===== config.mk =====
export PLATFORM = sky130hd
export DESIGN_NAME = cfc_clause_eval
export DESIGN_NICKNAME = d
export VERILOG_FILES = /design/src/design/cnf_formula_checker_top_defines.svh /design/src/design/cfc_pkg.sv /design/src/design/cfc_clause_eval.sv
export SDC_FILE = /design/constraint.sdc
export NUM_CORES = 1
export LEC_CHECK = 0
export BUFFER_PORTS_ARGS = -buffer_cell sky130_fd_sc_hd__clkbuf_2
export CORE_AREA = 2 2 67 69
export DETAILED_ROUTE_END_ITERATION = 12
export DIE_AREA = 0 0 69 71
export GPL_TIMING_DRIVEN = 0
export PLACE_DENSITY = 0.76
export SETUP_SLACK_MARGIN = 0.05
export SLEW_MARGIN = 20
export SYNTH_ARGS = -nofsm -noshare
export SYNTH_HDL_FRONTEND = slang
export SYNTH_SLANG_ARGS = --single-unit

===== constraint.sdc =====
create_clock -name vclk -period 3.85
set_input_delay 0.1925 -clock vclk [all_inputs]
set_output_delay 0.1925 -clock vclk [all_outputs]
set_load 0.02 [all_outputs]

===== src/design/cnf_formula_checker_top_defines.svh =====
// ---------------------------------------------------------------------------
// Assertion macros for the CNF formula checker
// ---------------------------------------------------------------------------
`ifndef CNF_FORMULA_CHECKER_TOP_DEFINES_SVH
`define CNF_FORMULA_CHECKER_TOP_DEFINES_SVH

// Same-cycle implication, sampled on clk_i, off while rst_ni is low
`define CFC_ASSERT_IMP(name, ante, cons, msg) \
  name: assert property (@(posedge clk_i) disable iff (!rst_ni) (ante) |-> (cons)) \
    else $error(msg);

// Next-cycle implication, sampled on clk_i, off while rst_ni is low
`define CFC_ASSERT_NXT(name, ante, cons, msg) \
  name: assert property (@(posedge clk_i) disable iff (!rst_ni) (ante) |=> (cons)) \
    else $error(msg);

`endif


===== src/design/cfc_pkg.sv =====
// ---------------------------------------------------------------------------
// cfc_pkg
// Shared types and constants of the CNF formula checker.
// ---------------------------------------------------------------------------
`default_nettype none

package cfc_pkg;

  localparam int MAX_CLAUSES = 256;
  localparam int NUM_VARS    = 64;
  localparam int IDX_W       = $clog2(MAX_CLAUSES);
  localparam int CNT_W       = IDX_W + 1;
  localparam int VAR_W       = 6;
  localparam int S_TDATA_W   = 96;
  localparam int M_TDATA_W   = 24;

  // Item kind carried in s_axis_tuser
  typedef enum logic {
    OP_LOAD  = 1'b0,
    OP_CHECK = 1'b1
  } cfc_op_e;

  // One literal: variable number in the low bits, negation above it
  typedef struct packed {
    logic             neg;
    logic [VAR_W-1:0] vnum;
  } cfc_lit_t;

  // One stored clause, first literal in the low bits
  typedef struct packed {
    cfc_lit_t third;
    cfc_lit_t second;
    cfc_lit_t first;
  } cfc_clause_t;

  // Input tdata layout, first field lowest
  typedef struct packed {
    logic [2:0]       pad;
    logic [63:0]      assignment;
    logic             third_neg;
    logic [VAR_W-1:0] third_var;
    logic             second_neg;
    logic [VAR_W-1:0] second_var;
    logic             first_neg;
    logic [VAR_W-1:0] first_var;
    logic [7:0]       clause_index;
  } cfc_s_data_t;

  // Output tdata layout, first field lowest
  typedef struct packed {
    logic [5:0] pad;
    logic [7:0] first_failing;
    logic [8:0] failing_count;
    logic       all_satisfied;
  } cfc_m_data_t;

endpackage

`default_nettype wire


===== src/design/cfc_clause_eval.sv =====
// ---------------------------------------------------------------------------
// cfc_clause_eval
// Tests one clause against a variable assignment: true if any literal holds.
// ---------------------------------------------------------------------------
`default_nettype none

module cfc_clause_eval
  import cfc_pkg::*;
(
  input  cfc_clause_t clause_i,
  input  logic [63:0] assign_i,
  output logic        sat_o
);

  // Look up one literal; a variable beyond the assignment reads as false
  function automatic logic lit_true(cfc_lit_t lit, logic [63:0] asg);
    logic val;
    val = 1'b0;
    if ({1'b0, lit.vnum} < 7'(NUM_VARS)) begin
      val = asg[lit.vnum];
    end
    return lit.neg ^ val;
  endfunction

  assign sat_o = lit_true(clause_i.first,  assign_i)
               | lit_true(clause_i.second, assign_i)
               | lit_true(clause_i.third,  assign_i);

endmodule

`default_nettype wire


* Word-level counts from Yosys, hierarchy flattened *
Index checks and enable logic that the tools add are counted.

storage, ports and cells
  logic and storage cells = 14
  register bits = 0
  output and inout port bits = 1
  bits of input ports = 85

cells by class
  bitwise operators = 5
  muxes and demuxes = 6
  order comparisons = 3

operators by type and width
  operator                                                    number
  less-than comparator 6 x 7 -> 1 bit, second input constant  3
  binary-select mux 1 bit (select 6 bit)                      3
  2-to-1 mux 1 bit                                            3
  XOR 1 bit                                                   3
  OR 1 bit                                                    2

* Longest topological paths before layout *
  depth after elaboration = 5
  mapped depth = 8
  depth with buffers taken out = 6

* Least setup slack after synthesis *
No wires, ideal clock.

  path type = input port to output port
  start = input port clause_i[15] in the netlist's numbering
  end = output port sat_o
  buffers on the path = 1
  setup slack = 1673 ps
  cell stages on the path = 7
  arrival time = 1985 ps
  required time = 3658 ps
  path through = buf_6 -> mux4_1 -> mux2_2 -> a311o_1 -> nor4_4 -> nor3_1 -> o211ai_2

between the ends
  longest elaborated chain between the ends = 4

ends and longest elaborated chain
  element                                 line                   RTL
  from (decl)                             cfc_clause_eval.sv:10  input cfc_clause_t clause_i,
  binary-select mux 1 bit (select 6 bit)  cfc_clause_eval.sv:20  val = asg[lit.vnum];
  2-to-1 mux 1 bit (implied by the code)  cfc_clause_eval.sv:20
  XOR 1 bit                               cfc_clause_eval.sv:22  return lit.neg ^ val;
  OR 1 bit                                cfc_clause_eval.sv:27  | lit_true(clause_i.third, assign_i);
  to (decl)                               cfc_clause_eval.sv:12  output logic sat_o

No other way between the ends. The select of a mux whose other input is x is not followed.

* Final worst setup path *
  start = input port clause_i[1] in the netlist's numbering
  end = output port sat_o

between the ends
  longest elaborated chain between the ends = 5

ends and longest elaborated chain
  element                                 line                   RTL
  binary-select mux 1 bit (select 6 bit)  cfc_clause_eval.sv:20
  2-to-1 mux 1 bit (implied by the code)  cfc_clause_eval.sv:20
  XOR 1 bit                               cfc_clause_eval.sv:22
  OR 1 bit                                cfc_clause_eval.sv:26  | lit_true(clause_i.second, assign_i)
  OR 1 bit                                cfc_clause_eval.sv:27

No other way between the ends. The select of a mux whose other input is x is not followed.

==> reports/metrics.cfg <==
[pwr]
switching_share = 0.482
pwr_density_cell_nw_per_um2 = 119
pwr-share-comb = 1.000
p_int_mw = 0.141
total_power_mw = 0.272
clkPwrFrac = 0
ir_worst_vdd_mv = 0.0606
p_leak_nw = 0.992
p_sw_mw = 0.131
seqPwrFrac = 0

[finish]
seq_cell_count = 0
final_nets = 334
diodes = 0
nClkBuffers = 0
final_layout_size_suffix_gt1_frac = 0.502
areaGrowthSynthToFinish_pct = 24.9
final_cells = 299
n_fill_cell = 406
multi_input_area_um2 = 1710
layout_commonest_cell = clkbuf_2
seqCellArea_um2 = 0
final_cell_mix = clkbuf_2, mux4_2, mux2i_1

[run_status]
status = complete, no violations

[timing]
final.setup.worst_slack_ns = 1.21
period_needed_ns = 2.64
maxSlewHeadroom = 0.513
hold_viol = 0
tightest_slew_ns = 0.730
drv_slew = 0
whs_ns = 0.756
tns_ns = 0
setup_violations = 0
fmax_mhz = 378
fin_crit_sh = 0.687
rsz0062_at_grt = no

[detailed_routing]
drtIter0Drc = 167
routed_wl_um = 6510
drt_pass1_iterations = 5
vias_per_cell = 7.07
num_vias = 2114
remaining_drc_errors = 0
detail-route-antenna-nets = 0
routedWlPerCell_um = 21.8

[clocking]
post-cts-setup-buffers = 0
hold_buffers = 0
cts_resized = 0

[grt]
track_usage = 0.261
grt_pass1_wl_um = 10200
first_global_vias = 2030
grt_max_degree = 11
antenna_found_initial = 0
grt_remaining_overflow = 0

[placed_design]
dp.cells = 299
io_buffers = 78
gp_congestion = 0.930
dp_hpwl_um = 5450
post-place-ws_ns = 1.23

[synthesis]
synth_nets = 254
synthCells = 169
synth_cell_types = 50
ys_warn_count = 0
avgSynthCellArea_um2 = 10.8
synth_area_um2 = 1830
ys_seq_area_frac = 0

[run]
maxCapViolations = 0

[critical_path]
worst_setup_path_start_kind = primary input
crit_fanout = 10
crit_type = in2out
critPathLaunch = clause_i[1]
crit_path_end_kind = output pin
required_ns = 3.66
arrival_ns = 2.45

[floorplan]
rows = 24
initial_core_util = 0.435
fp.dieArea_um2 = 4900
die_w_um = 69
coreArea_um2 = 4200
io_pins = 86
dieHeight_um = 71

[worst_hold_path]
hold_class = in2out
min-delay-start = clause_i[13]

## worst paths after layout
kind,depth (start not counted),end
worst max-delay path,10,sat_o
worst min-delay path,4,sat_o
## kinds of logic (layout without fill, tap and decap cells)
kind of cell           Yosys count  after routing  share of synthesized area
AO/OA/AOI/OAI                   37             37                      0.165
XOR/XNOR                         1              1                    0.00479
buffers and inverters           24            102                     0.0623
multiplexers                    59             59                      0.610
AND/OR/NAND/NOR                 48             48                      0.158
## per-stage QoR
step	util	instance area (um^2)
after CTS	0.543	2280
after global placement	0.543	2280
after floorplan	-	1830
after global routing	0.543	2280
final	0.543	2280
after detailed placement	0.543	2280
## cells in the mapped netlist, drive strengths merged (2+ instances only)
library cell	count	area, um^2
nor2	7	26.3
o32ai	2	25.0
nor2b	11	68.8
and3b	2	17.5
nand4	3	18.8
nand3b	3	22.5
nand2b	2	12.5
nand3	3	15.0
o21ai	3	15.0
and2	3	18.8
a31oi	4	25.0
clkbuf	9	33.8
o221ai	2	17.5
o211ai	2	20.0
and3	2	12.5
a22oi	6	45.0
a21oi	2	10.0
mux4	40	923
mux2i	18	180
inv	6	22.5
nand2	6	22.5
buf	9	57.6
a22o	3	26.3
## power groups by stage
stage,Clock (mW),Combinational [mW],Sequential (mW)
floorplan,0,0.168,0
global placement,0,0.263,0
detailed placement,0,0.266,0
CTS,0,0.268,0
global route,0,0.290,0
finish,0,0.272,0
## cell type report
| cell class | instances | share of cell area |
|---|---|---|
| multi-input cells | 145 | 0.751 |
| repair buffers | 78 | 0.171 |
| plain buffers | 18 | 0.0400 |
| well taps | 52 | 0.0285 |
| inverters | 6 | 0.00986 |
## per-layer routing
| metal | track usage | wire, um |
|---|---|---|
| met5 | 0 | 0 |
| met4 | 0.0523 | 154 |
| met3 | 0.0356 | 640 |
| met2 | 0.462 | 3220 |
| met1 | 0.345 | 2500 |
## worst max-delay path, cell delays in order
cell and delay (ns):
clkbuf_2 0.16, buf_4 0.25, buf_2 0.32, mux4_2 0.37, o32ai_1 0.25, a31oi_1 0.10
o32a_1 0.32, nand4_1 0.20, o211ai_2 0.12, clkbuf_2 0.16
(Power assumes the default switching activity.)
